### src/design/nru_pkg.sv
// nru_pkg: shared constants, types and microcode ROM of the Newton reciprocal unit.
// No dependencies; imported by every other file of the block.
`timescale 1ns / 1ps

package nru_pkg;

   localparam int FRAC_BITS        = 16;
   localparam int MAX_NEWTON_STEPS = 15;

   localparam int A_W      = 32;
   localparam int EXP_W    = 6;
   localparam int MANT_W   = 32;
   localparam int NSTEPS_W = 4;
   localparam int STATUS_W = 2;
   localparam int TOL_W    = 5;
   localparam int LZ_W     = 5;
   localparam int PROD_W   = 64;
   localparam int P_W      = 33;
   localparam int CNT_W    = ($clog2(MAX_NEWTON_STEPS + 1) > NSTEPS_W) ?
                             $clog2(MAX_NEWTON_STEPS + 1) : NSTEPS_W;
   localparam int UPC_W    = 4;

   localparam logic [TOL_W-1:0]    TOL_RESET    = TOL_W'(24);
   localparam logic [TOL_W-1:0]    TOL_MAX      = TOL_W'(30);
   localparam logic [P_W-1:0]      ONE_Q30      = P_W'(1) << 30;
   localparam logic [P_W-1:0]      TWO_Q30      = P_W'(1) << 31;
   localparam logic [MANT_W-1:0]   MANT_ONE     = MANT_W'(1) << 30;
   localparam logic [A_W-1:0]      LOWER_LIMIT  = A_W'(32'hC000_0000);
   localparam logic [LZ_W-1:0]     LZ_LOWER_MAX = LZ_W'(31 - FRAC_BITS);
   localparam logic signed [EXP_W:0] E_BIAS     = (EXP_W + 1)'(32 - FRAC_BITS);
   localparam logic [CNT_W-1:0]    STEP_CAP     = CNT_W'(MAX_NEWTON_STEPS);
   localparam logic [CNT_W-1:0]    STEP_OUT_SAT = CNT_W'(15);

   // result status codes
   localparam logic [STATUS_W-1:0] ST_OK    = 2'd0;
   localparam logic [STATUS_W-1:0] ST_ZERO  = 2'd1;
   localparam logic [STATUS_W-1:0] ST_LIMIT = 2'd2;

   typedef logic [2:0] nru_op_type;
   localparam nru_op_type OP_NOP     = 3'd0;
   localparam nru_op_type OP_NBYTE   = 3'd1;
   localparam nru_op_type OP_NBIT    = 3'd2;
   localparam nru_op_type OP_SETUP   = 3'd3;
   localparam nru_op_type OP_MUL_P   = 3'd4;
   localparam nru_op_type OP_LATCH_P = 3'd5;
   localparam nru_op_type OP_MUL_M   = 3'd6;
   localparam nru_op_type OP_UPD_M   = 3'd7;

   typedef logic [2:0] nru_cond_type;
   localparam nru_cond_type C_NEXT   = 3'd0;
   localparam nru_cond_type C_ALWAYS = 3'd1;
   localparam nru_cond_type C_ZERO   = 3'd2;
   localparam nru_cond_type C_CONV   = 3'd3;
   localparam nru_cond_type C_LIMIT  = 3'd4;

   // microcode addresses
   localparam logic [UPC_W-1:0] UA_NBYTE   = 4'd0;
   localparam logic [UPC_W-1:0] UA_NBIT    = 4'd1;
   localparam logic [UPC_W-1:0] UA_SETUP   = 4'd2;
   localparam logic [UPC_W-1:0] UA_MUL_P   = 4'd3;
   localparam logic [UPC_W-1:0] UA_LATCH_P = 4'd4;
   localparam logic [UPC_W-1:0] UA_MUL_M   = 4'd5;
   localparam logic [UPC_W-1:0] UA_UPD_M   = 4'd6;
   localparam logic [UPC_W-1:0] UA_ZERO    = 4'd7;
   localparam logic [UPC_W-1:0] UA_OK      = 4'd8;
   localparam logic [UPC_W-1:0] UA_LIMIT   = 4'd9;

   typedef struct packed {
      nru_op_type          op;
      nru_cond_type        cond;
      logic [UPC_W-1:0]    target;
      logic                fin;
      logic [STATUS_W-1:0] status;
   } nru_uword_type;

   typedef struct packed {
      nru_op_type          op;
      logic                done;
      logic [STATUS_W-1:0] status;
   } nru_ctrl_type;

   typedef struct packed {
      logic zero;
      logic conv;
      logic limit;
   } nru_flags_type;

   typedef struct packed {
      logic signed [EXP_W-1:0] exponent;
      logic [MANT_W-1:0]       mantissa;
      logic [MANT_W-1:0]       product;
      logic [NSTEPS_W-1:0]     steps;
      logic [STATUS_W-1:0]     status;
   } nru_result_type;

   function automatic nru_uword_type rom_word(input logic [UPC_W-1:0] pc);
      nru_uword_type w;
      w = '0;
      case (pc)
         UA_NBYTE: begin
            w.op = OP_NBYTE; w.cond = C_ZERO; w.target = UA_ZERO;
         end
         UA_NBIT:    w.op = OP_NBIT;
         UA_SETUP:   w.op = OP_SETUP;
         UA_MUL_P:   w.op = OP_MUL_P;
         UA_LATCH_P: begin
            w.op = OP_LATCH_P; w.cond = C_CONV; w.target = UA_OK;
         end
         UA_MUL_M: begin
            w.op = OP_MUL_M; w.cond = C_LIMIT; w.target = UA_LIMIT;
         end
         UA_UPD_M: begin
            w.op = OP_UPD_M; w.cond = C_ALWAYS; w.target = UA_MUL_P;
         end
         UA_ZERO: begin
            w.fin = 1'b1; w.status = ST_ZERO;
         end
         UA_OK: begin
            w.fin = 1'b1; w.status = ST_OK;
         end
         UA_LIMIT: begin
            w.fin = 1'b1; w.status = ST_LIMIT;
         end
         default: begin
            w.fin = 1'b1; w.status = ST_OK;
         end
      endcase
      return w;
   endfunction

endpackage

### src/design/nru_req_if.sv
// nru_req_if: operand channel (valid/ready plus a_value).
// Depends on nru_pkg.
`timescale 1ns / 1ps

interface nru_req_if import nru_pkg::*; ();
   logic           valid;
   logic           ready;
   logic [A_W-1:0] a_value;

   modport source (output valid, output a_value, input ready);
   modport sink (input valid, input a_value, output ready);
   modport monitor (input valid, input a_value, input ready);
endinterface

### src/design/nru_rsp_if.sv
// nru_rsp_if: result channel (valid/ready plus reciprocal fields).
// Depends on nru_pkg.
`timescale 1ns / 1ps

interface nru_rsp_if import nru_pkg::*; ();
   logic                    valid;
   logic                    ready;
   logic signed [EXP_W-1:0] recip_exponent;
   logic [MANT_W-1:0]       recip_mantissa;
   logic [MANT_W-1:0]       final_product;
   logic [NSTEPS_W-1:0]     newton_steps;
   logic [STATUS_W-1:0]     status;

   modport source (output valid, output recip_exponent, output recip_mantissa,
                   output final_product, output newton_steps, output status,
                   input ready);
   modport sink (input valid, input recip_exponent, input recip_mantissa,
                 input final_product, input newton_steps, input status,
                 output ready);
   modport monitor (input valid, input recip_exponent, input recip_mantissa,
                    input final_product, input newton_steps, input status,
                    input ready);
endinterface

### src/design/newton_reciprocal_unit_top.sv
// newton_reciprocal_unit_top: Newton-Raphson reciprocal of an unsigned Q16.16 operand.
// Depends on nru_pkg, nru_req_if, nru_rsp_if, nru_sequencer and nru_datapath.
//
//   channel   direction  handshake          payload
//   req_chan  in         valid/ready        a_value
//   rsp_chan  out        valid/ready        recip_exponent, recip_mantissa,
//                                           final_product, newton_steps, status
//   csr_*     in         csr_we             csr_wdata = tolerance_shift
//
// One item at a time. A zero operand goes straight from the byte normalise to its result;
// any other is normalised (byte shift, bit shift, setup), then runs Newton steps on
// the one shared 32x32 multiplier (multiply, latch and check, multiply, update)
// until it converges or the step cap ends it. ready returns with rsp_chan.valid.
// req_chan.ready is high while the sequencer is idle; a result held by a stalled
// rsp_chan stalls the sequencer at its final step. Reset is synchronous and
// restores tolerance_shift to 24.
`timescale 1ns / 1ps

module newton_reciprocal_unit_top import nru_pkg::*; (
   input  logic             clock,
   input  logic             reset,
   input  logic             csr_we,
   input  logic [TOL_W-1:0] csr_wdata,
   nru_req_if.sink          req_chan,
   nru_rsp_if.source        rsp_chan
);

   logic [TOL_W-1:0] tol_ff;
   logic             rsp_valid_ff, rsp_valid_in;
   nru_result_type   rsp_data_ff, rsp_data_in;
   nru_result_type   dp_result;
   nru_ctrl_type     ctrl;
   nru_flags_type    flags;
   logic             busy;
   logic             accept;
   logic             out_hold;

   assign accept   = req_chan.valid && req_chan.ready;
   assign out_hold = rsp_valid_ff && !rsp_chan.ready;

   nru_sequencer u_seq (
      .clock    (clock),
      .reset    (reset),
      .start    (accept),
      .out_hold (out_hold),
      .flags    (flags),
      .ctrl     (ctrl),
      .busy     (busy)
   );

   nru_datapath u_dp (
      .clock     (clock),
      .load      (accept),
      .a_value   (req_chan.a_value),
      .tolerance (tol_ff),
      .ctrl      (ctrl),
      .flags     (flags),
      .result    (dp_result)
   );

   always_comb begin
      rsp_valid_in = rsp_valid_ff;
      rsp_data_in  = rsp_data_ff;
      if (ctrl.done) begin
         rsp_valid_in = 1'b1;
         rsp_data_in  = dp_result;
         if (ctrl.status == ST_ZERO) begin
            rsp_data_in        = '0;
            rsp_data_in.status = ST_ZERO;
         end
      end else if (rsp_chan.ready) begin
         rsp_valid_in = 1'b0;
      end
   end

   always_ff @(posedge clock) begin
      if (reset) begin
         tol_ff       <= TOL_RESET;
         rsp_valid_ff <= 1'b0;
      end else begin
         if (csr_we) begin
            tol_ff <= csr_wdata;
         end
         rsp_valid_ff <= rsp_valid_in;
      end
   end

   always_ff @(posedge clock) begin
      rsp_data_ff <= rsp_data_in;
   end

   assign req_chan.ready          = !busy;
   assign rsp_chan.valid          = rsp_valid_ff;
   assign rsp_chan.recip_exponent = rsp_data_ff.exponent;
   assign rsp_chan.recip_mantissa = rsp_data_ff.mantissa;
   assign rsp_chan.final_product  = rsp_data_ff.product;
   assign rsp_chan.newton_steps   = rsp_data_ff.steps;
   assign rsp_chan.status         = rsp_data_ff.status;

endmodule

### src/design/nru_sequencer.sv
// nru_sequencer: micro-program counter, jump logic and busy flag.
// Depends on nru_pkg (control word ROM, op and condition codes).
`timescale 1ns / 1ps

module nru_sequencer import nru_pkg::*; (
   input  logic          clock,
   input  logic          reset,
   input  logic          start,
   input  logic          out_hold,
   input  nru_flags_type flags,
   output nru_ctrl_type  ctrl,
   output logic          busy
);

   logic             busy_ff, busy_in;
   logic [UPC_W-1:0] pc_ff, pc_in;
   nru_uword_type    word;
   logic             take;

   assign word = rom_word(pc_ff);

   always_comb begin
      case (word.cond)
         C_NEXT:   take = 1'b0;
         C_ALWAYS: take = 1'b1;
         C_ZERO:   take = flags.zero;
         C_CONV:   take = flags.conv;
         C_LIMIT:  take = flags.limit;
         default:  take = 1'b0;
      endcase
   end

   always_comb begin
      busy_in = busy_ff;
      pc_in   = pc_ff;
      if (!busy_ff) begin
         if (start) begin
            busy_in = 1'b1;
            pc_in   = UA_NBYTE;
         end
      end else if (word.fin) begin
         if (!out_hold) begin
            busy_in = 1'b0;
         end
      end else if (take) begin
         pc_in = word.target;
      end else begin
         pc_in = pc_ff + 1'b1;
      end
   end

   always_ff @(posedge clock) begin
      if (reset) begin
         busy_ff <= 1'b0;
         pc_ff   <= UA_NBYTE;
      end else begin
         busy_ff <= busy_in;
         pc_ff   <= pc_in;
      end
   end

   assign ctrl.op     = busy_ff ? word.op : OP_NOP;
   assign ctrl.done   = busy_ff && word.fin && !out_hold;
   assign ctrl.status = word.status;
   assign busy        = busy_ff;

endmodule

### src/design/nru_datapath.sv
// nru_datapath: normaliser, shared 32x32 multiplier and Newton registers.
// Depends on nru_pkg; driven by nru_sequencer control words.
`timescale 1ns / 1ps

module nru_datapath import nru_pkg::*; (
   input  logic             clock,
   input  logic             load,
   input  logic [A_W-1:0]   a_value,
   input  logic [TOL_W-1:0] tolerance,
   input  nru_ctrl_type     ctrl,
   output nru_flags_type    flags,
   output nru_result_type   result
);

   logic [A_W-1:0]          w_ff, w_in;
   logic [LZ_W-1:0]         lz_ff, lz_in;
   logic [A_W-1:0]          an_ff, an_in;
   logic signed [EXP_W-1:0] e_ff, e_in;
   logic [MANT_W-1:0]       m_ff, m_in;
   logic [MANT_W-1:0]       f_ff, f_in;
   logic [P_W-1:0]          p_ff, p_in;
   logic [PROD_W-1:0]       prod_ff, prod_in;
   logic [CNT_W-1:0]        steps_ff, steps_in;

   logic [1:0]              zb;
   logic [2:0]              zbit;
   logic                    lower;
   logic signed [EXP_W:0]   e_wide;
   logic [MANT_W-1:0]       mul_a;
   logic [P_W-1:0]          p_now, p_dist, win;
   logic [TOL_W-1:0]        tol_eff;

   // leading zero bytes, then leading zero bits of the top byte
   always_comb begin
      zb = 2'd3;
      if (w_ff[31:24] != 8'd0) begin
         zb = 2'd0;
      end else if (w_ff[23:16] != 8'd0) begin
         zb = 2'd1;
      end else if (w_ff[15:8] != 8'd0) begin
         zb = 2'd2;
      end
   end

   always_comb begin
      zbit = 3'd7;
      for (int i = 0; i < 8; i++) begin
         if (w_ff[24 + i]) begin
            zbit = 3'(7 - i);
         end
      end
   end

   assign lower  = (lz_ff <= LZ_LOWER_MAX) && (w_ff <= LOWER_LIMIT);
   assign e_wide = $signed({2'b00, lz_ff}) - E_BIAS + $signed({{EXP_W{1'b0}}, lower});

   assign mul_a  = (ctrl.op == OP_MUL_M) ? f_ff : an_ff;

   // convergence test on the product just out of the multiplier
   assign p_now   = prod_ff[62:30];
   assign p_dist  = (p_now >= ONE_Q30) ? (p_now - ONE_Q30) : (ONE_Q30 - p_now);
   assign tol_eff = (tolerance > TOL_MAX) ? TOL_MAX : tolerance;
   assign win     = P_W'(1) << (TOL_MAX - tol_eff);

   always_comb begin
      w_in     = w_ff;
      lz_in    = lz_ff;
      an_in    = an_ff;
      e_in     = e_ff;
      m_in     = m_ff;
      f_in     = f_ff;
      p_in     = p_ff;
      prod_in  = prod_ff;
      steps_in = steps_ff;
      if (load) begin
         w_in = a_value;
      end
      case (ctrl.op)
         OP_NOP: begin
         end
         OP_NBYTE: begin
            w_in  = w_ff << {zb, 3'b000};
            lz_in = {zb, 3'b000};
         end
         OP_NBIT: begin
            w_in  = w_ff << zbit;
            lz_in = lz_ff + {2'b00, zbit};
         end
         OP_SETUP: begin
            an_in    = lower ? (w_ff >> 1) : (w_ff >> 2);
            e_in     = e_wide[EXP_W-1:0];
            m_in     = MANT_ONE;
            steps_in = '0;
         end
         OP_MUL_P, OP_MUL_M: begin
            prod_in = PROD_W'(mul_a) * PROD_W'(m_ff);
         end
         OP_LATCH_P: begin
            p_in = p_now;
            f_in = (p_now < TWO_Q30) ? MANT_W'(TWO_Q30 - p_now) : '0;
         end
         OP_UPD_M: begin
            m_in     = (prod_ff[63:62] != 2'b00) ? '1 : prod_ff[61:30];
            steps_in = steps_ff + 1'b1;
         end
         default: begin
         end
      endcase
   end

   always_ff @(posedge clock) begin
      w_ff     <= w_in;
      lz_ff    <= lz_in;
      an_ff    <= an_in;
      e_ff     <= e_in;
      m_ff     <= m_in;
      f_ff     <= f_in;
      p_ff     <= p_in;
      prod_ff  <= prod_in;
      steps_ff <= steps_in;
   end

   assign flags.zero  = (w_ff == '0);
   assign flags.conv  = (p_dist <= win);
   assign flags.limit = (steps_ff >= STEP_CAP);

   assign result.exponent = e_ff;
   assign result.mantissa = m_ff;
   assign result.product  = p_ff[MANT_W-1:0];
   assign result.steps    = (steps_ff > STEP_OUT_SAT) ? 4'd15 : steps_ff[NSTEPS_W-1:0];
   assign result.status   = ctrl.status;

endmodule

### src/flat_wrapper.sv
// flat-port wrapper written by rule: the top's interface ports become plain ports
module newton_reciprocal_unit_top_flat import nru_pkg::*;
  (clock, reset, csr_we, csr_wdata, req_chan_valid, req_chan_a_value, req_chan_ready, rsp_chan_valid, rsp_chan_recip_exponent, rsp_chan_recip_mantissa, rsp_chan_final_product, rsp_chan_newton_steps, rsp_chan_status, rsp_chan_ready);
  nru_req_if req_chan_i ();
  nru_rsp_if rsp_chan_i ();
  input  logic clock;
  input  logic reset;
  input  logic csr_we;
  input  logic [TOL_W-1:0] csr_wdata;
  input wire logic [$bits(req_chan_i.valid)-1:0] req_chan_valid;
  input wire logic [$bits(req_chan_i.a_value)-1:0] req_chan_a_value;
  output wire logic [$bits(req_chan_i.ready)-1:0] req_chan_ready;
  output wire logic [$bits(rsp_chan_i.valid)-1:0] rsp_chan_valid;
  output wire logic [$bits(rsp_chan_i.recip_exponent)-1:0] rsp_chan_recip_exponent;
  output wire logic [$bits(rsp_chan_i.recip_mantissa)-1:0] rsp_chan_recip_mantissa;
  output wire logic [$bits(rsp_chan_i.final_product)-1:0] rsp_chan_final_product;
  output wire logic [$bits(rsp_chan_i.newton_steps)-1:0] rsp_chan_newton_steps;
  output wire logic [$bits(rsp_chan_i.status)-1:0] rsp_chan_status;
  input wire logic [$bits(rsp_chan_i.ready)-1:0] rsp_chan_ready;
  assign req_chan_i.valid = req_chan_valid;
  assign req_chan_i.a_value = req_chan_a_value;
  assign req_chan_ready = req_chan_i.ready;
  assign rsp_chan_valid = rsp_chan_i.valid;
  assign rsp_chan_recip_exponent = rsp_chan_i.recip_exponent;
  assign rsp_chan_recip_mantissa = rsp_chan_i.recip_mantissa;
  assign rsp_chan_final_product = rsp_chan_i.final_product;
  assign rsp_chan_newton_steps = rsp_chan_i.newton_steps;
  assign rsp_chan_status = rsp_chan_i.status;
  assign rsp_chan_i.ready = rsp_chan_ready;
  newton_reciprocal_unit_top u_core (.clock(clock), .reset(reset), .csr_we(csr_we), .csr_wdata(csr_wdata), .req_chan(req_chan_i), .rsp_chan(rsp_chan_i));
endmodule
### config.mk
export PLATFORM = sky130hd
export DESIGN_NAME = newton_reciprocal_unit_top_flat
export DESIGN_NICKNAME = d
export VERILOG_FILES = /design/src/design/nru_pkg.sv /design/src/design/nru_req_if.sv /design/src/design/nru_rsp_if.sv /design/src/design/newton_reciprocal_unit_top.sv /design/src/design/nru_sequencer.sv /design/src/design/nru_datapath.sv /design/src/flat_wrapper.sv
export SDC_FILE = /design/constraint.sdc
export NUM_CORES = 2
export LEC_CHECK = 0
export BUFFER_PORTS_ARGS = -buffer_cell sky130_fd_sc_hd__buf_2
export CAP_MARGIN = 20
export CORE_AREA = 2 2 373 375
export DETAILED_ROUTE_END_ITERATION = 8
export DIE_AREA = 0 0 375 377
export GPL_TIMING_DRIVEN = 0
export PLACE_DENSITY = 0.56
export SLEW_MARGIN = 15
export SYNTH_ARGS = -nofsm -noshare
export SYNTH_HDL_FRONTEND = slang
export SYNTH_SLANG_ARGS = --single-unit
### constraint.sdc
create_clock -name clock -period 10.9 [get_ports clock]
set_input_delay 1.635 -clock clock [delete_from_list [all_inputs] [get_ports clock]]
set_output_delay 1.635 -clock clock [all_outputs]
set_load 0.02 [all_outputs]
### Word-level counts from Yosys, hierarchy flattened

Index checks and enable logic that the tools add are counted.

| storage, ports and cells | value |
|---|---|
| flip-flop bits (word level) | 326 |
| input port bits | 42 |
| output and inout bits | 78 |
| logic and storage cells | 119 |

| operators by class | value |
|---|---|
| add/sub/neg operators | 9 |
| multipliers | 1 |
| order comparisons | 8 |
| eq/ne operators | 21 |
| shift-type cells | 3 |
| multiplexer cells | 36 |
| reductions and logical operators | 22 |

Operators by type and width:

| cell | count |
|---|---|
| 32-bit case mux with 2 select lines | 2 |
| 32-bit 2-to-1 mux | 3 |
| 32-bit by 32-bit multiplier with 64-bit output | 1 |
| 33-bit by 31-bit >= comparator with 1-bit output (second input constant) | 1 |
| 33-bit <= comparator | 1 |
| 33-bit by 32-bit < comparator with 1-bit output (second input constant) | 1 |
| 33-bit 2-to-1 mux | 1 |
| 1-bit by 5-bit left shift with 33-bit output (first input constant) | 1 |
| 31-bit by 33-bit subtractor with 33-bit output (first input constant) | 1 |
| 33-bit by 31-bit subtractor with 33-bit output (second input constant) | 1 |
| 32-bit <= comparator (second input constant) | 1 |
| 32-bit zero test | 1 |
| 32-bit by 3-bit left shift with 32-bit output | 1 |
| 32-bit by 5-bit left shift with 32-bit output | 1 |
| 32-bit subtractor (first input constant) | 1 |
| 30-bit 2-to-1 mux | 1 |
| 7-bit case mux with 4 select lines | 1 |
| 8-bit nonzero test | 3 |
| 3-bit 2-to-1 mux | 7 |
| 3-bit case mux with 7 select lines | 1 |
| 4-bit 2-to-1 mux | 5 |
| 4-bit by 3-bit equality test with 1-bit output (second input constant) | 4 |
| 3-bit equality test (second input constant) | 5 |
| 3-bit by 2-bit equality test with 1-bit output (second input constant) | 4 |
| other kinds (30) | 51 |

### Longest topological paths before layout

| depth | value |
|---|---|
| depth in word-level cells | 9 |
| depth in mapped cells | 34 |
| gate-level depth less buffers | 32 |

### Modules after synthesis

Synthesis repeated with hierarchy kept, for this count alone.

| unflattened totals | value |
|---|---|
| cell total of the unflattened synthesis | 4,904 |
| area total of the unflattened synthesis | 47,928.5 um2 |

Modules (own cells, without submodules):

| module | instances | cells each | area each (um2) |
|---|---|---|---|
| nru_datapath | 1 | 4,664 | 44,335.0 |
| newton_reciprocal_unit_top | 1 | 182 | 3,134.3 |
| nru_sequencer | 1 | 58 | 459.2 |

### Least setup slack after synthesis

No wires, ideal clock.

| timing path | value |
|---|---|
| path type | register to register |
| start point | register u_core.u_seq.pc_ff[0] |
| end point | register u_core.u_dp.prod_ff[54] (data pin) |
| arrival | 8.325 ns |
| required time | 10.638 ns |
| slack | 2.312 ns |
| stages on the path, launching flop included | 32 |
| path buffers | 2 |
| clock period less this slack | 8.588 ns |
| cells stage by stage | dfxtp_1 -> inv_1 -> ha_1 -> o22a_1 -> nand2_2 -> clkbuf_1 -> mux2_2 -> clkbuf_1 -> and2_1 -> fa_1 -> inv_1 -> fa_1 -> fa_1 -> fa_1 -> inv_1 -> fa_1 -> inv_1 -> fa_1 -> inv_1 -> fa_1 -> inv_1 -> fa_1 -> inv_1 -> ha_1 -> nand3_1 -> or2_2 -> a2111oi_0 -> a21oi_1 -> o311ai_2 -> a21oi_2 -> o41ai_1 -> nor2_1 |

| between the ends | value |
|---|---|
| longest elaborated chain between the ends | 6 |
| elaborated cells between the ends (all ways) | 12 |
| those cells by class | 1 x mul; 7 x eq/ne; 3 x mux; 1 x reduce/logical |

RTL lines:

| element | line | source |
|---|---|---|
| start: declaration | nru_sequencer.sv:16 | `logic [UPC_W-1:0] pc_ff, pc_in;` |
| start signal: assignment | nru_sequencer.sv:58 | `pc_ff <= pc_in;` |
| 4-bit by 3-bit equality test with 1-bit output, or another cell as far along | nru_pkg.sv:99 | `case (pc)` |
| 3-bit case mux with 7 select lines (*) | nru_pkg.sv:99 |  |
| 3-bit 2-to-1 mux (*) | nru_sequencer.sv:62 | `assign ctrl.op = busy_ff ? word.op : OP_NOP;` |
| 3-bit equality test (*) | nru_datapath.sv:57 | `assign mul_a = (ctrl.op == OP_MUL_M) ? f_ff : an_ff;` |
| 32-bit 2-to-1 mux (*) | nru_datapath.sv:57 |  |
| 32-bit by 32-bit multiplier with 64-bit output (*) | nru_datapath.sv:96 | `prod_in = PROD_W'(mul_a) * PROD_W'(m_ff);` |
| end signal: assignment | nru_datapath.sv:119 | `prod_ff <= prod_in;` |
| end: declaration | nru_datapath.sv:22 | `logic [PROD_W-1:0] prod_ff, prod_in;` |

Mark *: on every way between the ends. The rest lies on a longest branch, timed or not.
A chain may end at the register's enable or synchronous reset.

### Final worst setup path

| timing path | value |
|---|---|
| start point | register u_core.u_seq.pc_ff[0] |
| end point | register u_core.u_dp.prod_ff[51] (data pin) |

Same word-level chain as after synthesis.

==> reports/summary.txt <==
Via count of the routed design = 36000
Row Count = 136
Die width = 375 um
Starting Density = 35.0%
Async set-reset flop share out of synthesis = 0%
Total CTS buffers = 30
Post-route ant nets = 0
Post-DP Area = 51100 sq um
Num ports = 120
Syn Std Cell Area = 47900 sq um
Clock latency on the worst-skew pair = 0.61 ns
Synth unique cells = 90
Cell depth of the worst hold path = 1
Post-route clock period utilization = 98.7%
Final setup TNS = 0 ns
Commonest non-fill, non-tap cell in the layout = fa_1
Net count after synthesis = 6115
Layout cells sized above 1 = 6.22%
CTS tree = built
GRT overflow = 0
Reg2reg start = u_core.u_seq.pc_ff[0]
First-pass GRT wire length = 263 mm
Status = complete, no violations
Max Root-Sink Buffers = 3
Hold buffer count at CTS = 0
Max Fclk = 0.0930 GHz
Register-to-Register Setup Slack = 0.14 ns
Final Instance Area = 52200 sq um
Worst Path Arrival = 11.09 ns
Average wire per standard cell = 26.6 um
Critical path's slowest cell = fa_1
Fill cell count = 13800
Worst hold path class = reg2reg
Largest net degree at the start of global routing = 33
Total core area = 137000 sq um
Gpl congestion = 1.01
Required @ worst endpoint = 11.23 ns
Slew Limit Fails = 0
Register area share after synthesis = 18.3%
Tmin final = 10.76 ns
Final nets = 6281
Routed wire length = 182 mm
Clock Root Buffer = clkbuf_16
CP Capture Type = flop
Most frequent cells in the layout = fa_1, inv_1, and2_1, nand2_1, ha_1
Startpoint types = flop
Total die area = 141000 sq um
HP Start = u_core.u_dp.e_ff[2]
Setup-failing EPs final = 0
GRT Total Usage = 26.0%
Final hold vios = 0
Clock sinks = 295
Crit-path max cell delay = 0.75 ns
Vias in the first global route = 37400
Vias per cell = 5.25
YS warnings = 0
Synth Flop Type = edfxtp_1
Syn Inst Count = 4871
Worst Tran Pin Value = 1.29 ns
Detailed router's first-iteration violation count = 3282
Dpl hpwl = 151 mm
Synth Register Bits = 295
Crit-path most repeated cell = fa_1
Synth-to-layout area growth = 8.99%
Crit Path Class = reg2reg
Worst reg2reg endpoint = u_core.u_dp.prod_ff[51]
Final Skew = 0.0211 ns
DR DRC count = 0
Number of synthesized flops with an enable pin = 284
CP max FO = 10
Die height = 377 um
Max cap viols = 0
Worst-path clk slew = 0.07 ns
Worst reg-to-reg path cell count = 27
Initial antenna violation count = 24
First-pass iteration count of the detailed router = 6
Max_slew headroom = 14.1%
Avg Cell Area, Syn = 9.83 sq um
H-tree depth = 1
Worst Hold Path EP = u_core.rsp_chan.recip_exponent[2]
I/O Buffers = 117
per-stage QoR:
step           instances  setup slack (ns)  hold slack, ns  util, %
3_5_place_dp        6798            -0.598           0.502     37.3
6_report            6862             0.144           0.511     38.1
5_1_grt             6856          -0.00454           0.525     38.1
2_1_floorplan       4871              2.31           0.421        -
3_3_place_gp        6782            -0.508           0.487     37.0
4_1_cts             6854            0.0154           0.512     38.1
flip-flops by register name (all words and copies together), names as in the netlist:
name / cells
u_core.rsp_chan.final_product: 32
u_core.rsp_chan.newton_steps: 4
u_core.rsp_chan.recip_exponent: 6
u_core.rsp_chan.recip_mantissa: 32
u_core.rsp_chan.status: 2
u_core.rsp_chan.valid: 1
u_core.tol_ff: 5
u_core.u_dp.an_ff: 31
u_core.u_dp.e_ff: 6
u_core.u_dp.f_ff: 32
u_core.u_dp.lz_ff: 5
u_core.u_dp.m_ff: 32
u_core.u_dp.p_ff: 32
u_core.u_dp.prod_ff: 34
u_core.u_dp.steps_ff: 4
u_core.u_dp.w_ff: 32
u_core.u_seq.busy: 1
u_core.u_seq.pc_ff: 4
critical path, delay by kind of cell (launching register included):
family                   cells  cell delay [ns]
AO/OA/AOI/OAI                5             0.97
adder cells (fa/ha/maj)     10             4.91
buffers and inverters        5             1.34
flip-flops                   1             0.51
multiplexers                 1             0.40
AND/OR/NAND/NOR              6             2.29
Yosys cell counts (all sizes together) (21+ instances only):
library cell	count	area [sq um]
mux2	65	732
nand4	31	194
o21ai	58	290
nand3	36	180
and2	691	4330
nand2	579	2180
clkbuf	254	955
ha	306	3830
nor2	194	733
fa	896	17900
mux2i	75	751
nor3	25	146
xnor2	58	508
buf	21	139
a21o	27	203
xor2	36	315
inv	896	3360
edfxtp	284	8530
a21oi	87	439
cell type report:
class                   instances  area [sq um]  share of cell area (%)
diodes                          7          17.5                  0.0335
plain buffers                 274          1130                    2.16
clock buffers                  35           769                    1.47
clock inverters                21           272                   0.520
inverters                     896          3360                    6.44
multi-input cells            3405         34800                    66.6
flip-flops and latches        295          8750                    16.8
well taps                    1794          2240                    4.30
repair buffers                135           897                    1.72
how the worst max path moves through the flow:
stage	endpoint	cells after the start	start	slack [ns]
CTS	u_core.u_dp.prod_ff[52]	29	u_core.u_seq.pc_ff[0]	0.02
detailed placement	u_core.u_dp.prod_ff[58]	29	u_core.u_seq.pc_ff[0]	-0.60
finish	u_core.u_dp.prod_ff[51]	27	u_core.u_seq.pc_ff[0]	0.14
floorplan	u_core.u_dp.prod_ff[54]	31	u_core.u_seq.pc_ff[0]	2.31
global placement	u_core.u_dp.prod_ff[58]	29	u_core.u_seq.pc_ff[0]	-0.51
global route	u_core.u_dp.prod_ff[58]	28	u_core.u_seq.pc_ff[0]	-0.005
logic make-up after synthesis:
group | synth area share, %
mux | 3.14
other cells | 0.00783
flops | 18.3
compound gates | 4.44
buf+inv | 9.30
xor+xnor | 1.72
simple gates | 17.7
fa+ha+maj | 45.4
layer usage:
metal	track usage [%]	wire [um]	up-vias
li1	-	-	15300
met1	35.0	75200	18600
met2	39.5	78600	1668
met3	4.88	15900	424
met4	14.1	12700	4
met5	0	29	-
what timing repair did:
action,CTS,global route
resized for setup,24,23
setup endpoints to repair,20,21
gates cloned,0,0
pin swaps,1,1
buffers inserted,0,1
Power is left out: the tool's default activity adds up to more than one toggle a clock period on the data nets, which glitch-free logic cannot reach.
